### src/hdl/plfc_pkg.sv
package plfc_pkg;

   // Event codes carried in the command field.
   typedef enum logic [1:0] {
      CMD_TICK    = 2'd0,
      CMD_BUTTON  = 2'd1,
      CMD_CONTROL = 2'd2
   } command_type;

   // Register indexes of the configuration port.
   typedef enum logic [3:0] {
      REG_STRAIGHT_DUTY   = 4'd0,
      REG_DUTY_LIMIT      = 4'd1,
      REG_SPIN_DUTY       = 4'd2,
      REG_GAIN_P          = 4'd3,
      REG_GAIN_I          = 4'd4,
      REG_GAIN_D          = 4'd5,
      REG_WINDUP_LIMIT    = 4'd6,
      REG_MIN_PRESS_TICKS = 4'd7
   } csr_reg_type;

   // What the back end has to do with one word.
   typedef enum logic [2:0] {
      DRV_NONE,
      DRV_STOP,
      DRV_BASE,
      DRV_TURN_NEG,
      DRV_TURN_POS,
      DRV_PID
   } drive_op_type;

   localparam int unsigned CROSSINGS_TO_STOP_DEFAULT = 4;
   localparam int unsigned CROSS_MAX = 7;
   localparam int unsigned FAST_BLINK = 100;
   localparam int unsigned SLOW_BLINK = 500;
   localparam int unsigned QUEUE_DEPTH = 2;
   localparam int unsigned QUEUE_PTR_W = $clog2(QUEUE_DEPTH);

   localparam logic [9:0]  STRAIGHT_DUTY_RST   = 10'd400;
   localparam logic [9:0]  DUTY_LIMIT_RST      = 10'd650;
   localparam logic [9:0]  SPIN_DUTY_RST       = 10'd300;
   localparam logic [9:0]  GAIN_P_RST          = 10'd50;
   localparam logic [9:0]  GAIN_I_RST          = 10'd0;
   localparam logic [9:0]  GAIN_D_RST          = 10'd200;
   localparam logic [9:0]  WINDUP_LIMIT_RST    = 10'd150;
   localparam logic [15:0] MIN_PRESS_TICKS_RST = 16'd50;

   // Configuration register file contents.
   typedef struct packed {
      logic [9:0]  straight_duty;
      logic [9:0]  duty_limit;
      logic [9:0]  spin_duty;
      logic [9:0]  gain_p;
      logic [9:0]  gain_i;
      logic [9:0]  gain_d;
      logic [9:0]  windup_limit;
      logic [15:0] min_press_ticks;
   } cfg_type;

   // One classified word handed from the front end to the back end.
   typedef struct packed {
      drive_op_type op;
      logic [2:0]   err;
      logic [11:0]  err_sum;
      logic [3:0]   deriv;
      logic         led;
      logic         running;
      logic [2:0]   crossings;
   } work_type;

endpackage

### src/hdl/plfc_front.sv
module plfc_front #(
   parameter int unsigned CROSSINGS_TO_STOP = plfc_pkg::CROSSINGS_TO_STOP_DEFAULT
) (
   input  logic               clock,
   input  logic               reset,
   input  plfc_pkg::cfg_type  cfg,
   input  logic               in_valid,
   input  logic               q_ready,
   input  logic [1:0]         command,
   input  logic               button_level,
   input  logic               sensor_left,
   input  logic               sensor_middle,
   input  logic               sensor_right,
   output logic               push,
   output plfc_pkg::work_type work
);

   localparam logic [2:0] STOP_COUNT = 3'(CROSSINGS_TO_STOP);
   localparam logic [2:0] CROSS_SAT = 3'(plfc_pkg::CROSS_MAX);
   localparam logic [9:0] FAST_LIMIT = 10'(plfc_pkg::FAST_BLINK);
   localparam logic [9:0] SLOW_LIMIT = 10'(plfc_pkg::SLOW_BLINK);

   logic [31:0]        time_ff, time_in;
   logic [31:0]        stamp_ff, stamp_in;
   logic               run_ff, run_in;
   logic [9:0]         blink_ff, blink_in;
   logic               led_ff, led_in;
   logic signed [2:0]  prev_ff, prev_in;
   logic signed [11:0] sum_ff, sum_in;
   logic [2:0]         cross_ff, cross_in;
   logic               on_cross_ff, on_cross_in;

   logic [9:0]         blink_next;
   logic [31:0]        press_len;
   logic signed [2:0]  err;
   logic signed [12:0] sum_wide;
   logic signed [12:0] lim_pos;
   logic signed [12:0] lim_neg;
   logic signed [11:0] sum_clamped;
   logic signed [3:0]  deriv;
   logic [2:0]         cross_hit;

   assign push = in_valid && q_ready;

   // Shared arithmetic for the step.
   assign blink_next = blink_ff + 10'd1;
   assign press_len = time_ff - stamp_ff;
   assign cross_hit = (!on_cross_ff && (cross_ff < CROSS_SAT)) ? cross_ff + 3'd1 : cross_ff;

   // Line position: left -2, left with middle -1, middle 0, right with middle +1, right +2.
   always_comb begin
      if (sensor_left) begin
         err = sensor_middle ? -3'sd1 : -3'sd2;
      end else if (sensor_right) begin
         err = sensor_middle ? 3'sd1 : 3'sd2;
      end else begin
         err = 3'sd0;
      end
   end

   // Integral with symmetric windup clamp, and error change.
   assign sum_wide = {sum_ff[11], sum_ff} + {{10{err[2]}}, err};
   assign lim_pos = $signed({3'b000, cfg.windup_limit});
   assign lim_neg = -lim_pos;
   always_comb begin
      if (sum_wide > lim_pos) begin
         sum_clamped = lim_pos[11:0];
      end else if (sum_wide < lim_neg) begin
         sum_clamped = lim_neg[11:0];
      end else begin
         sum_clamped = sum_wide[11:0];
      end
   end
   assign deriv = {err[2], err} - {prev_ff[2], prev_ff};

   // Next state and classification of the incoming word.
   always_comb begin
      time_in = time_ff;
      stamp_in = stamp_ff;
      run_in = run_ff;
      blink_in = blink_ff;
      led_in = led_ff;
      prev_in = prev_ff;
      sum_in = sum_ff;
      cross_in = cross_ff;
      on_cross_in = on_cross_ff;
      work.op = plfc_pkg::DRV_NONE;
      work.err = err;
      work.err_sum = sum_clamped;
      work.deriv = deriv;
      case (plfc_pkg::command_type'(command))
         plfc_pkg::CMD_TICK: begin
            if (blink_next >= (run_ff ? FAST_LIMIT : SLOW_LIMIT)) begin
               led_in = !led_ff;
               blink_in = '0;
            end else begin
               blink_in = blink_next;
            end
            time_in = time_ff + 32'd1;
         end
         plfc_pkg::CMD_BUTTON: begin
            if (!button_level) begin
               stamp_in = time_ff;
            end else if (press_len >= {16'd0, cfg.min_press_ticks}) begin
               run_in = !run_ff;
               if (!run_ff) begin
                  cross_in = '0;
                  on_cross_in = 1'b0;
                  prev_in = '0;
                  sum_in = '0;
               end
            end
         end
         plfc_pkg::CMD_CONTROL: begin
            work.op = plfc_pkg::DRV_STOP;
            if (run_ff) begin
               if (sensor_left && sensor_right) begin
                  // Crossing: counted once on entry, stop when enough are seen.
                  cross_in = cross_hit;
                  on_cross_in = 1'b1;
                  if (cross_hit >= STOP_COUNT) begin
                     run_in = 1'b0;
                  end else begin
                     prev_in = '0;
                     sum_in = '0;
                     work.op = plfc_pkg::DRV_BASE;
                  end
               end else if (!sensor_left && !sensor_middle && !sensor_right) begin
                  // Line lost: spin toward the side it was last seen on, or stop if it was last centred.
                  on_cross_in = 1'b0;
                  if (prev_ff < 0) begin
                     work.op = plfc_pkg::DRV_TURN_NEG;
                  end else if (prev_ff > 0) begin
                     work.op = plfc_pkg::DRV_TURN_POS;
                  end
               end else begin
                  if (!sensor_left && !sensor_right) begin
                     on_cross_in = 1'b0;
                  end
                  sum_in = sum_clamped;
                  prev_in = err;
                  work.op = plfc_pkg::DRV_PID;
               end
            end
         end
         default: begin
         end
      endcase
      work.led = led_in;
      work.running = run_in;
      work.crossings = cross_in;
   end

   // State registers, updated on each accepted word.
   always_ff @(posedge clock) begin
      if (reset) begin
         time_ff <= '0;
         stamp_ff <= '0;
         run_ff <= 1'b0;
         blink_ff <= '0;
         led_ff <= 1'b0;
         prev_ff <= '0;
         sum_ff <= '0;
         cross_ff <= '0;
         on_cross_ff <= 1'b0;
      end else if (push) begin
         time_ff <= time_in;
         stamp_ff <= stamp_in;
         run_ff <= run_in;
         blink_ff <= blink_in;
         led_ff <= led_in;
         prev_ff <= prev_in;
         sum_ff <= sum_in;
         cross_ff <= cross_in;
         on_cross_ff <= on_cross_in;
      end
   end

endmodule

### src/hdl/plfc_queue.sv
module plfc_queue (
   input  logic               clock,
   input  logic               reset,
   input  logic               push,
   input  plfc_pkg::work_type push_word,
   output logic               not_full,
   input  logic               pop,
   output logic               not_empty,
   output plfc_pkg::work_type head_word
);

   localparam int unsigned PW = plfc_pkg::QUEUE_PTR_W;
   localparam int unsigned DEPTH = plfc_pkg::QUEUE_DEPTH;

   plfc_pkg::work_type slot_ff [DEPTH];
   logic [PW-1:0]      wr_ptr_ff, wr_ptr_in;
   logic [PW-1:0]      rd_ptr_ff, rd_ptr_in;
   logic [PW:0]        count_ff, count_in;

   assign not_full = count_ff != (PW + 1)'(DEPTH);
   assign not_empty = count_ff != '0;
   assign head_word = slot_ff[rd_ptr_ff];

   // Pointer and fill count update.
   always_comb begin
      wr_ptr_in = push ? wr_ptr_ff + 1'b1 : wr_ptr_ff;
      rd_ptr_in = pop ? rd_ptr_ff + 1'b1 : rd_ptr_ff;
      count_in = count_ff + (PW + 1)'(push) - (PW + 1)'(pop);
   end

   always_ff @(posedge clock) begin
      if (reset) begin
         wr_ptr_ff <= '0;
         rd_ptr_ff <= '0;
         count_ff <= '0;
      end else begin
         wr_ptr_ff <= wr_ptr_in;
         rd_ptr_ff <= rd_ptr_in;
         count_ff <= count_in;
      end
   end

   // Word storage.
   always_ff @(posedge clock) begin
      if (push) begin
         slot_ff[wr_ptr_ff] <= push_word;
      end
   end

endmodule

### src/hdl/plfc_back.sv
module plfc_back (
   input  logic               clock,
   input  logic               reset,
   input  plfc_pkg::cfg_type  cfg,
   input  logic               q_valid,
   input  plfc_pkg::work_type q_word,
   output logic               pop,
   output logic               out_valid,
   input  logic               out_ready,
   output logic               drive_valid,
   output logic signed [10:0] left_drive,
   output logic signed [10:0] right_drive,
   output logic               led_on,
   output logic               running,
   output logic [2:0]         crossings
);

   logic                  a_valid_ff, a_valid_in;
   plfc_pkg::work_type    a_word_ff;
   logic signed [13:0]    prod_p_ff, prod_p_in;
   logic signed [21:0]    prod_i_ff, prod_i_in;
   logic signed [13:0]    prod_d_ff, prod_d_in;
   logic                  o_valid_ff, o_valid_in;
   logic                  dv_ff, dv_in;
   logic signed [10:0]    ld_ff, ld_in;
   logic signed [10:0]    rd_ff, rd_in;
   logic                  led_ff;
   logic                  run_ff;
   logic [2:0]            cross_ff;

   logic                  adv_out;
   logic                  a_load;
   logic signed [22:0]    u_sum;
   logic signed [23:0]    base_w;
   logic signed [23:0]    max_w;
   logic signed [23:0]    l_wide;
   logic signed [23:0]    r_wide;
   logic signed [10:0]    l_pid;
   logic signed [10:0]    r_pid;
   logic signed [10:0]    turn_w;

   // Pipeline advance: the output register frees when its word is taken.
   assign adv_out = !o_valid_ff || out_ready;
   assign a_load = q_valid && (!a_valid_ff || adv_out);
   assign pop = a_load;
   assign a_valid_in = a_load || (a_valid_ff && !adv_out);
   assign o_valid_in = (a_valid_ff && adv_out) || (o_valid_ff && !out_ready);

   // First stage: the three gain products.
   assign prod_p_in = 14'($signed({1'b0, cfg.gain_p})) * 14'($signed(q_word.err));
   assign prod_i_in = 22'($signed({1'b0, cfg.gain_i})) * 22'($signed(q_word.err_sum));
   assign prod_d_in = 14'($signed({1'b0, cfg.gain_d})) * 14'($signed(q_word.deriv));

   // Second stage: control sum, wheel mix and clamp to 0..duty_limit.
   assign u_sum = 23'(prod_i_ff) + 23'(prod_p_ff) + 23'(prod_d_ff);
   assign base_w = $signed({14'd0, cfg.straight_duty});
   assign max_w = $signed({14'd0, cfg.duty_limit});
   assign l_wide = base_w + 24'(u_sum);
   assign r_wide = base_w - 24'(u_sum);
   assign turn_w = $signed({1'b0, cfg.spin_duty});

   always_comb begin
      if (l_wide > max_w) begin
         l_pid = max_w[10:0];
      end else if (l_wide < 0) begin
         l_pid = '0;
      end else begin
         l_pid = l_wide[10:0];
      end
      if (r_wide > max_w) begin
         r_pid = max_w[10:0];
      end else if (r_wide < 0) begin
         r_pid = '0;
      end else begin
         r_pid = r_wide[10:0];
      end
   end

   // Drive selection by operation.
   always_comb begin
      dv_in = 1'b1;
      ld_in = '0;
      rd_in = '0;
      case (a_word_ff.op)
         plfc_pkg::DRV_NONE: begin
            dv_in = 1'b0;
         end
         plfc_pkg::DRV_STOP: begin
         end
         plfc_pkg::DRV_BASE: begin
            ld_in = base_w[10:0];
            rd_in = base_w[10:0];
         end
         plfc_pkg::DRV_TURN_NEG: begin
            ld_in = -turn_w;
            rd_in = turn_w;
         end
         plfc_pkg::DRV_TURN_POS: begin
            ld_in = turn_w;
            rd_in = -turn_w;
         end
         plfc_pkg::DRV_PID: begin
            ld_in = l_pid;
            rd_in = r_pid;
         end
         default: begin
            dv_in = 1'b0;
         end
      endcase
   end

   always_ff @(posedge clock) begin
      if (reset) begin
         a_valid_ff <= 1'b0;
         o_valid_ff <= 1'b0;
      end else begin
         a_valid_ff <= a_valid_in;
         o_valid_ff <= o_valid_in;
      end
   end

   always_ff @(posedge clock) begin
      if (a_load) begin
         a_word_ff <= q_word;
         prod_p_ff <= prod_p_in;
         prod_i_ff <= prod_i_in;
         prod_d_ff <= prod_d_in;
      end
      if (a_valid_ff && adv_out) begin
         dv_ff <= dv_in;
         ld_ff <= ld_in;
         rd_ff <= rd_in;
         led_ff <= a_word_ff.led;
         run_ff <= a_word_ff.running;
         cross_ff <= a_word_ff.crossings;
      end
   end

   assign out_valid = o_valid_ff;
   assign drive_valid = dv_ff;
   assign left_drive = ld_ff;
   assign right_drive = rd_ff;
   assign led_on = led_ff;
   assign running = run_ff;
   assign crossings = cross_ff;

endmodule

### src/hdl/pid_line_follower_controller.sv
// An accepted word passes the two-entry queue, then the product and output registers.
// Throughput: one word per cycle while rsp_ready is high; the front end updates
// all state in the accept cycle; the back end has product and mix/clamp stages.
// Reset is synchronous and active high: configuration returns to its default values,
// and time, blink, button, run, crossing and regulator state all clear at once.
module pid_line_follower_controller #(
   parameter int unsigned CROSSINGS_TO_STOP = plfc_pkg::CROSSINGS_TO_STOP_DEFAULT
) (
   input  logic               clock,
   input  logic               reset,
   input  logic               csr_valid,
   output logic               csr_ready,
   input  logic [3:0]         csr_index,
   input  logic [15:0]        csr_data,
   input  logic               req_valid,
   output logic               req_ready,
   input  logic [1:0]         req_command,
   input  logic               req_button_level,
   input  logic               req_sensor_left,
   input  logic               req_sensor_middle,
   input  logic               req_sensor_right,
   output logic               rsp_valid,
   input  logic               rsp_ready,
   output logic               rsp_drive_valid,
   output logic signed [10:0] rsp_left_drive,
   output logic signed [10:0] rsp_right_drive,
   output logic               rsp_led_on,
   output logic               rsp_running,
   output logic [2:0]         rsp_crossings
);

   plfc_pkg::cfg_type  cfg_ff, cfg_in;
   plfc_pkg::work_type front_word;
   plfc_pkg::work_type head_word;
   logic               push;
   logic               q_not_full;
   logic               q_not_empty;
   logic               pop;

   // Configuration registers.
   assign csr_ready = 1'b1;

   always_comb begin
      cfg_in = cfg_ff;
      if (csr_valid) begin
         case (plfc_pkg::csr_reg_type'(csr_index))
            plfc_pkg::REG_STRAIGHT_DUTY:   cfg_in.straight_duty = csr_data[9:0];
            plfc_pkg::REG_DUTY_LIMIT:      cfg_in.duty_limit = csr_data[9:0];
            plfc_pkg::REG_SPIN_DUTY:       cfg_in.spin_duty = csr_data[9:0];
            plfc_pkg::REG_GAIN_P:          cfg_in.gain_p = csr_data[9:0];
            plfc_pkg::REG_GAIN_I:          cfg_in.gain_i = csr_data[9:0];
            plfc_pkg::REG_GAIN_D:          cfg_in.gain_d = csr_data[9:0];
            plfc_pkg::REG_WINDUP_LIMIT:    cfg_in.windup_limit = csr_data[9:0];
            plfc_pkg::REG_MIN_PRESS_TICKS: cfg_in.min_press_ticks = csr_data;
            default: begin
            end
         endcase
      end
   end

   always_ff @(posedge clock) begin
      if (reset) begin
         cfg_ff.straight_duty <= plfc_pkg::STRAIGHT_DUTY_RST;
         cfg_ff.duty_limit <= plfc_pkg::DUTY_LIMIT_RST;
         cfg_ff.spin_duty <= plfc_pkg::SPIN_DUTY_RST;
         cfg_ff.gain_p <= plfc_pkg::GAIN_P_RST;
         cfg_ff.gain_i <= plfc_pkg::GAIN_I_RST;
         cfg_ff.gain_d <= plfc_pkg::GAIN_D_RST;
         cfg_ff.windup_limit <= plfc_pkg::WINDUP_LIMIT_RST;
         cfg_ff.min_press_ticks <= plfc_pkg::MIN_PRESS_TICKS_RST;
      end else begin
         cfg_ff <= cfg_in;
      end
   end

   // Front end: event handling and classification.
   assign req_ready = q_not_full;

   plfc_front #(
      .CROSSINGS_TO_STOP(CROSSINGS_TO_STOP)
   ) u_front (
      .clock(clock),
      .reset(reset),
      .cfg(cfg_ff),
      .in_valid(req_valid),
      .q_ready(q_not_full),
      .command(req_command),
      .button_level(req_button_level),
      .sensor_left(req_sensor_left),
      .sensor_middle(req_sensor_middle),
      .sensor_right(req_sensor_right),
      .push(push),
      .work(front_word)
   );

   // Queue between the two halves.
   plfc_queue u_queue (
      .clock(clock),
      .reset(reset),
      .push(push),
      .push_word(front_word),
      .not_full(q_not_full),
      .pop(pop),
      .not_empty(q_not_empty),
      .head_word(head_word)
   );

   // Back end: wheel drive arithmetic and output register.
   plfc_back u_back (
      .clock(clock),
      .reset(reset),
      .cfg(cfg_ff),
      .q_valid(q_not_empty),
      .q_word(head_word),
      .pop(pop),
      .out_valid(rsp_valid),
      .out_ready(rsp_ready),
      .drive_valid(rsp_drive_valid),
      .left_drive(rsp_left_drive),
      .right_drive(rsp_right_drive),
      .led_on(rsp_led_on),
      .running(rsp_running),
      .crossings(rsp_crossings)
   );

   // A word without new drives carries zero drives.
   a_idle_drives_zero: assert property (@(posedge clock) disable iff (reset)
      rsp_valid && !rsp_drive_valid |-> rsp_left_drive == 11'sd0 && rsp_right_drive == 11'sd0)
      else $error("drives not zero on a word without drive update");

   // While stopped, every drive update is a stop.
   a_stopped_drives_zero: assert property (@(posedge clock) disable iff (reset)
      rsp_valid && rsp_drive_valid && !rsp_running
         |-> rsp_left_drive == 11'sd0 && rsp_right_drive == 11'sd0)
      else $error("nonzero drive while stopped");

   // A reverse wheel only appears in a symmetric spin.
   a_spin_symmetric: assert property (@(posedge clock) disable iff (reset)
      rsp_valid && rsp_drive_valid && rsp_left_drive < 0 |-> rsp_right_drive == -rsp_left_drive)
      else $error("asymmetric spin");

   // Crossing count never passes the stop count.
   a_cross_bound: assert property (@(posedge clock) disable iff (reset)
      rsp_valid |-> rsp_crossings <= 3'(CROSSINGS_TO_STOP))
      else $error("crossing count beyond stop count");

endmodule
### config.mk
export PLATFORM = sky130hd
export DESIGN_NAME = pid_line_follower_controller
export DESIGN_NICKNAME = d
export VERILOG_FILES = /design/src/hdl/plfc_pkg.sv /design/src/hdl/plfc_front.sv /design/src/hdl/plfc_queue.sv /design/src/hdl/plfc_back.sv /design/src/hdl/pid_line_follower_controller.sv
export SDC_FILE = /design/constraint.sdc
export NUM_CORES = 1
export LEC_CHECK = 0
export BUFFER_PORTS_ARGS = -buffer_cell sky130_fd_sc_hd__buf_2
export CORE_ASPECT_RATIO = 0.9
export CORE_MARGIN = 4
export CORE_UTILIZATION = 59
export DETAILED_ROUTE_END_ITERATION = 6
export GPL_ROUTABILITY_DRIVEN = 0
export PLACE_DENSITY = 0.83
export SLEW_MARGIN = 40
export SYNTH_ARGS = -nofsm -noshare
export SYNTH_HDL_FRONTEND = slang
export SYNTH_SLANG_ARGS = --single-unit
### constraint.sdc
create_clock -name clock -period 5.9 [get_ports clock]
set_input_delay 0.295 -clock clock [delete_from_list [all_inputs] [get_ports clock]]
set_output_delay 0.295 -clock clock [all_outputs]
set_load 0.02 [all_outputs]
* Word level (Yosys, flattened, before mapping)
Memory sizes are Yosys's and may differ from the RTL's. A register that Yosys moved wholly into a read port is not among the register bits.
Index checks and enable logic that the tools add are counted.
** Word-level totals
- Register bits :: 273
- Memory bits (writable) :: 54
- ROM bits :: 0
- Bits in latches :: 0
- Input bits :: 31
- Word-level logic and storage cells :: 196
- Memories kept :: 1
** Memory list
- u_queue.slot_ff :: depth 2, bits a word 27, read ports 1, clocked after Yosys merged registers in 1, wr ports 1, line plfc_queue.sv:15 : plfc_pkg::work_type slot_ff [DEPTH];
** Operators by class
- Reduce and logical (&&, ||, !) cells :: 41
- Div/mod/pow operators :: 0
- Equal/unequal tests :: 22
- Order comparisons :: 12
- Multiply operators :: 3
- Bitwise gates (word level) :: 1
- Mux-type cells :: 65
- Add/sub/neg operators :: 16
- Shift operators :: 0
** Operators by type and width (count)
- 12-bit 2-to-1 mux :: 9
- 11-bit case mux with 4 select lines :: 2
- 3-bit 2-to-1 mux :: 21
- 24-bit by 11-bit > comparator with 1-bit output :: 2
- 24-bit by 1-bit < comparator with 1-bit output (second input constant) :: 2
- 11-bit 2-to-1 mux :: 4
- 32-bit by 1-bit adder with 32-bit output (second input constant) :: 1
- 32-bit by 16-bit greater-or-equal comparator with 1-bit output :: 1
- 32-bit subtractor :: 1
- 11-bit by 23-bit adder with 24-bit output :: 1
- 12-bit case mux with 2 select lines :: 1
- 11-bit by 23-bit subtractor with 24-bit output :: 1
- 22-bit by 14-bit adder with 23-bit output :: 1
- 23-bit by 14-bit adder with 23-bit output :: 1
- 11-bit by 12-bit multiplier with 22-bit output :: 1
- 1-bit 2-to-1 mux :: 20
- 2-bit AND reduction :: 9
- 4-bit by 3-bit equality test with 1-bit output (second input constant) :: 4
- 11-bit by 3-bit multiplier with 14-bit output :: 1
- 11-bit by 4-bit multiplier with 14-bit output :: 1
- 12-bit by 3-bit adder with 13-bit output :: 1
- 13-bit by 11-bit > comparator with 1-bit output :: 1
- 13-bit < comparator :: 1
- 10-bit negation with 13-bit output :: 1
- 40 further kinds :: 72

* Depth between registers and ports, before layout
- Depth after elaboration :: 11
- Gate-level depth with buffers :: 25

* Hierarchy
From an unflattened synthesis, not the netlist that was laid out.
** Second synthesis, totals
- Cell total of the unflattened synthesis :: 3057
- Area, all modules :: 28168.3 um^2
** By module, submodules not included
- plfc_back :: cells an instance 1491, area an instance 13932.1 um^2, seq. area each 2622.5 um^2, instances 1
- plfc_front :: cells an instance 1133, area an instance 8520.7 um^2, seq. area each 1901.8 um^2, instances 1
- pid_line_follower_controller :: cells an instance 328, area an instance 3447.1 um^2, seq. area each 1721.7 um^2, instances 1
- plfc_queue :: cells an instance 105, area an instance 2268.4 um^2, seq. area each 1721.7 um^2, instances 1

* Worst setup path before layout
No wires, ideal clock.
- Path type :: register to register
- Start point :: reg with a tool-made name
- End point :: reg u_back.prod_i_ff[21], data pin
- Cell stages (with the launch flop) :: 19
- Required time :: 5.640 ns
- Path slack :: -0.007 ns
- Setup time :: 0.260 ns
- Arrival time :: 5.647 ns
- Cell sequence :: dfxtp_1 -> clkbuf_1 -> clkbuf_1 -> mux2_2 -> and2_1 -> fa_1 -> inv_1 -> fa_1 -> fa_1 -> fa_1 -> inv_1 -> fa_1 -> ha_1 -> a21o_1 -> a21oi_1 -> o21ai_0 -> a211o_1 -> a21oi_1 -> xnor2_1
** RTL lines
- end signal: assignment :: line plfc_back.sv:126 : prod_i_ff <= prod_i_in;
- end: declaration :: line plfc_back.sv:21 : logic signed [21:0] prod_i_ff, prod_i_in;

* Worst setup path in the final report
- Start point :: reg u_back.prod_d_ff[1]
- End point :: reg u_back.rd_ff[7] (netlist: u_back.right_drive[7]), data pin
** Between the ends
- Word-level cells in the longest chain between the ends :: 6
- Elaborated cells on any way between the ends :: 7
- Classes of those cells :: add/sub: 2; order compare: 2; mux: 3
** RTL lines
- start: declaration :: line plfc_back.sv:22 : logic signed [13:0] prod_d_ff, prod_d_in;
- start signal: assignment :: line plfc_back.sv:127 : prod_d_ff <= prod_d_in;
- 23-bit by 14-bit adder with 23-bit output (*) :: line plfc_back.sv:55 : assign u_sum = 23'(prod_i_ff) + 23'(prod_p_ff) + 23'(prod_d_ff);
- 11-bit by 23-bit subtractor with 24-bit output (*) :: line plfc_back.sv:59 : assign r_wide = base_w - 24'(u_sum);
- 24-bit by 1-bit < comparator with 1-bit output :: line plfc_back.sv:72 : end else if (r_wide < 0) begin
- 11-bit 2-to-1 mux :: line plfc_back.sv:72
- 11-bit 2-to-1 mux (*) :: line plfc_back.sv:70 : if (r_wide > max_w) begin
- 11-bit case mux with 4 select lines (*) :: line plfc_back.sv:84 : case (a_word_ff.op)
- via u_back.rd_in[7] :: line plfc_back.sv:26 : logic signed [10:0] rd_ff, rd_in;
- end signal: assignment :: line plfc_back.sv:132 : rd_ff <= rd_in;
- end: declaration :: line plfc_back.sv:26
Mark *: on every way through the listed nets, which the timed path passes. The rest lies on a longest branch.
A chain may end at the register's enable or synchronous reset.

==> results.md <==
- Peak Freq: 176.2 MHz
- Number of global-route vias before repair: 22388
- Count of clock tree sinks: 328
- Site Rows: 74
- Placement Cell Area: 28040 µm²
- Netlist cell types: 99
- GRT Overall Usage: 26.89%
- Initial DRC Count: 1933
- Cells after synthesis: 3014
- Post-synthesis register bit count: 328
- Share of synthesized area occupied by flip-flops and latches: 29.33%
- Wire length reported by the detailed router: 66.58 mm
- Critical-path cell with the highest stage delay: fa_1
- Cell depth of the worst flop-to-flop path: 25
- Final max-slew violation count: 0
- Die Area: 49540 µm²
- Type of the worst setup path: register to register
- Relative area change from synthesis to final layout: 8.060%
- Highest cell delay on the worst timing path: 550 ps
- Count of antenna-violating nets left after detailed routing: 0
- Hold path start: rsp_ready
- Total of fill cells in the finished design: 3352
- Min Clock Period, post-route: 5676 ps
- Area share of the leading cell type in the synthesized netlist: 15.48%
- Maximum clock skew at final layout: 27.14 ps
- Synthesized Nets: 3468
- Result of the run: completed
- Clock latency on the worst-skew pair: 560 ps
- Clock buffers created by TritonCTS: 34
- Crit path DAT: 5950 ps
- Clock buffer depth: 3
- Worst Hold Class: input port to register
- Endpoint, Worst Hold: u_back.out_valid
- Vertical die dimension: 211.6 µm
- Cell chosen for the clock root: clkbuf_16
- Mean post-synth cell area: 9.013 µm²
- Final Hold Viols: 0
- Summed area of non-filler cells in the final layout: 29350 µm²
- Number of port buffers: 60
- Placed wire-length estimate: 49.45 mm
- Maximum number of pins on one net before global-route repair: 112
- Count of endpoints failing setup in the final report: 0
- Starting utilization of the core area: 59.75%
- Worst Tran Pin Value: 806.0 ps
- Core region area: 45460 µm²
- Reg-to-reg slack, setup: 220 ps
- RR Endpoint: u_back.right_drive[7]
- Largest fanout on the critical path: 5
- Avg WL per Cell: 18.13 µm
- Number of vias after detailed routing: 22208
- Most frequently used cell type in the post-synthesis netlist: inv_1
- Length of the first detailed-routing pass in iterations: 6
- Drc violations: 0
- Top cells by instance count after synthesis: 359 x inv_1, 354 x nand2_1, 258 x ha_1
- PnR worst setup slack: 223.6 ps
- Fin nets: 3493
- Max-cap violation count: 0
- Cells taking the most area after synthesis: edfxtp_1 15%, dfxtp_1 14%, fa_1 12%, ha_1 12%, inv_1 5.0%
- Launch point of the worst reg-to-reg path: u_back.prod_d_ff[1]
- Clock tree from TritonCTS: done
- Number of antenna violations at the first check in global routing: 1
- Proportion of layout cells with a drive suffix above 1: 7.931%
- Via count normalized by instance count: 6.048
- Antenna diodes: 0
- EDFF count, synth: 140
- Number of warnings printed during yosys synthesis: 0
- Clock slew at reported path FFs: 70 ps
- Instance count along the most critical hold path: 4
- Worst setup slack after placement: 26.18 ps
- I/O Pins: 62
- Post-synthesis cell area: 27160 µm²
- Async set or reset register ratio after synthesis: 0%
- GR Overflow Total: 0
- Post-route clock period utilization: 96.21%
- Type of origin of the critical path: register
- Worst max-slew margin expressed relative to the limit: 46.16%
- Yosys top cell by area: edfxtp_1
- Hold Slack: 80.98 ps
- Die width: 234.2 µm
- Area of combinational cells with multiple inputs: 17540 µm²
- Critical path required time: 6170 ps
- First-pass GRT wire length: 110.0 mm
- Count of H-tree levels built during CTS: 2
- Top flip-flop cell by instance count after synthesis: dfxtp_1
- Storage cell area: 7971 µm²
- Crit. End Element: register
cells in the final DEF (no fill, tap or decap), types with 16 or more instances in the layout:
| cell type | count |
|---|---|
| a21o_1 | 49 |
| a21oi_1 | 200 |
| and2_1 | 80 |
| and3_1 | 25 |
| buf_2 | 60 |
| buf_4 | 26 |
| clkbuf_16 | 36 |
| dfxtp_1 | 187 |
| edfxtp_1 | 140 |
| fa_1 | 163 |
| ha_1 | 257 |
| inv_1 | 359 |
| mux2_2 | 25 |
| mux2i_1 | 92 |
| nand2_1 | 354 |
| nand2b_1 | 25 |
| nand3_1 | 57 |
| nand4_1 | 26 |
| nor2_1 | 188 |
| nor2b_1 | 62 |
| nor3_1 | 25 |
| o211ai_1 | 23 |
| o21a_1 | 25 |
| o21ai_0 | 94 |
| o31ai_1 | 23 |
| or2_2 | 16 |
| or3_1 | 20 |
| xnor2_1 | 95 |
| xor2_1 | 56 |
timing repair:
| action | in CTS | in global routing |
|---|---|---|
| endpoints found under the hold margin | 6 | 0 |
| endpoints found under the setup margin | 0 | 25 |
| hold buffers | 6 | 0 |
| buffers inserted | 0 | 2 |
| resized for setup | 0 | 24 |
through the flow:
step                      util, %  cells  TNS, ps
after floorplan                 -   3014        0
after global placement      61.64   3602        0
after detailed placement    61.69   3602        0
after CTS                   64.32   3669        0
after global routing        64.57   3672   -17.97
final                       64.57   3672        0
state kept, by name, summed over array words and instances, names as in the netlist, 2 cells and up, named ones only:
name,cells
u_front.prev_ff,3
cfg_ff,86
u_back.prod_d_ff,14
u_front.blink_ff,10
u_front.time_ff,32
u_back.crossings,3
u_back.prod_i_ff,22
u_front.sum_ff,12
u_back.a_word_ff,8
u_back.prod_p_ff,14
u_front.stamp_ff,32
u_back.right_drive,11
u_queue.slot_ff,54
u_back.left_drive,11
u_front.cross_ff,3
u_queue.count_ff,2
layer usage:
layer	up-vias	wire length, µm	global-route usage (%)
li1	10331	-	-
met1	10682	26390	33.65
met2	951	32500	46.53
met3	242	4569	3.942
met4	2	3102	11.55
met5	-	18	0
worst max-delay path: cells and delay by family, from the launching register on:
family / cells / cell delay, ps
flops: 1 / 320
xor+xnor: 2 / 340
compound gates: 9 / 1610
simple gates: 4 / 760
fa+ha+maj: 5 / 1750
mux: 1 / 220
buf+inv: 4 / 400
cells by family (layout without fill, tap and decap cells):
kind of cell,Yosys count,count (layout),share of synthesized area (%)
DFF,328,328,29.33
AOI/OAI and AO/OA,585,585,13.96
muxes,121,121,4.574
adders and majority gates,423,423,24.04
xor gates and xnor gates,152,152,4.970
buffers and inverters,466,516,6.573
and+or+nand+nor,938,938,16.54
other,1,1,0.01380
final cells by class:
cell class	instances	share of cell area (%)
Clock buffer	42	3.282
Clock inverter	19	0.5839
Inverter	360	4.603
Multi-Input combinational cell	2220	59.77
Sequential cell	328	27.16
Tap cell	608	2.592
Timing Repair Buffer	95	2.016
worst max path at each step:
| stage | startpoint | endpoint | slack (ps) | depth (start not counted) |
|---|---|---|---|---|
| after CTS | register | u_back.prod_i_ff[21] | 20 | 21 |
| final | u_back.prod_d_ff[1] | u_back.right_drive[7] | 220 | 25 |
| after floorplan | register | u_back.prod_i_ff[21] | 100 | 18 |
| after global placement | register | u_back.prod_i_ff[21] | 220 | 17 |
| after detailed placement | register | u_back.prod_i_ff[21] | 30 | 21 |
| after global routing | register | u_back.prod_i_ff[21] | -10 | 18 |
Power is not shown: default switching activity piles up to over one toggle a cycle in this logic, so the estimate is an artifact.
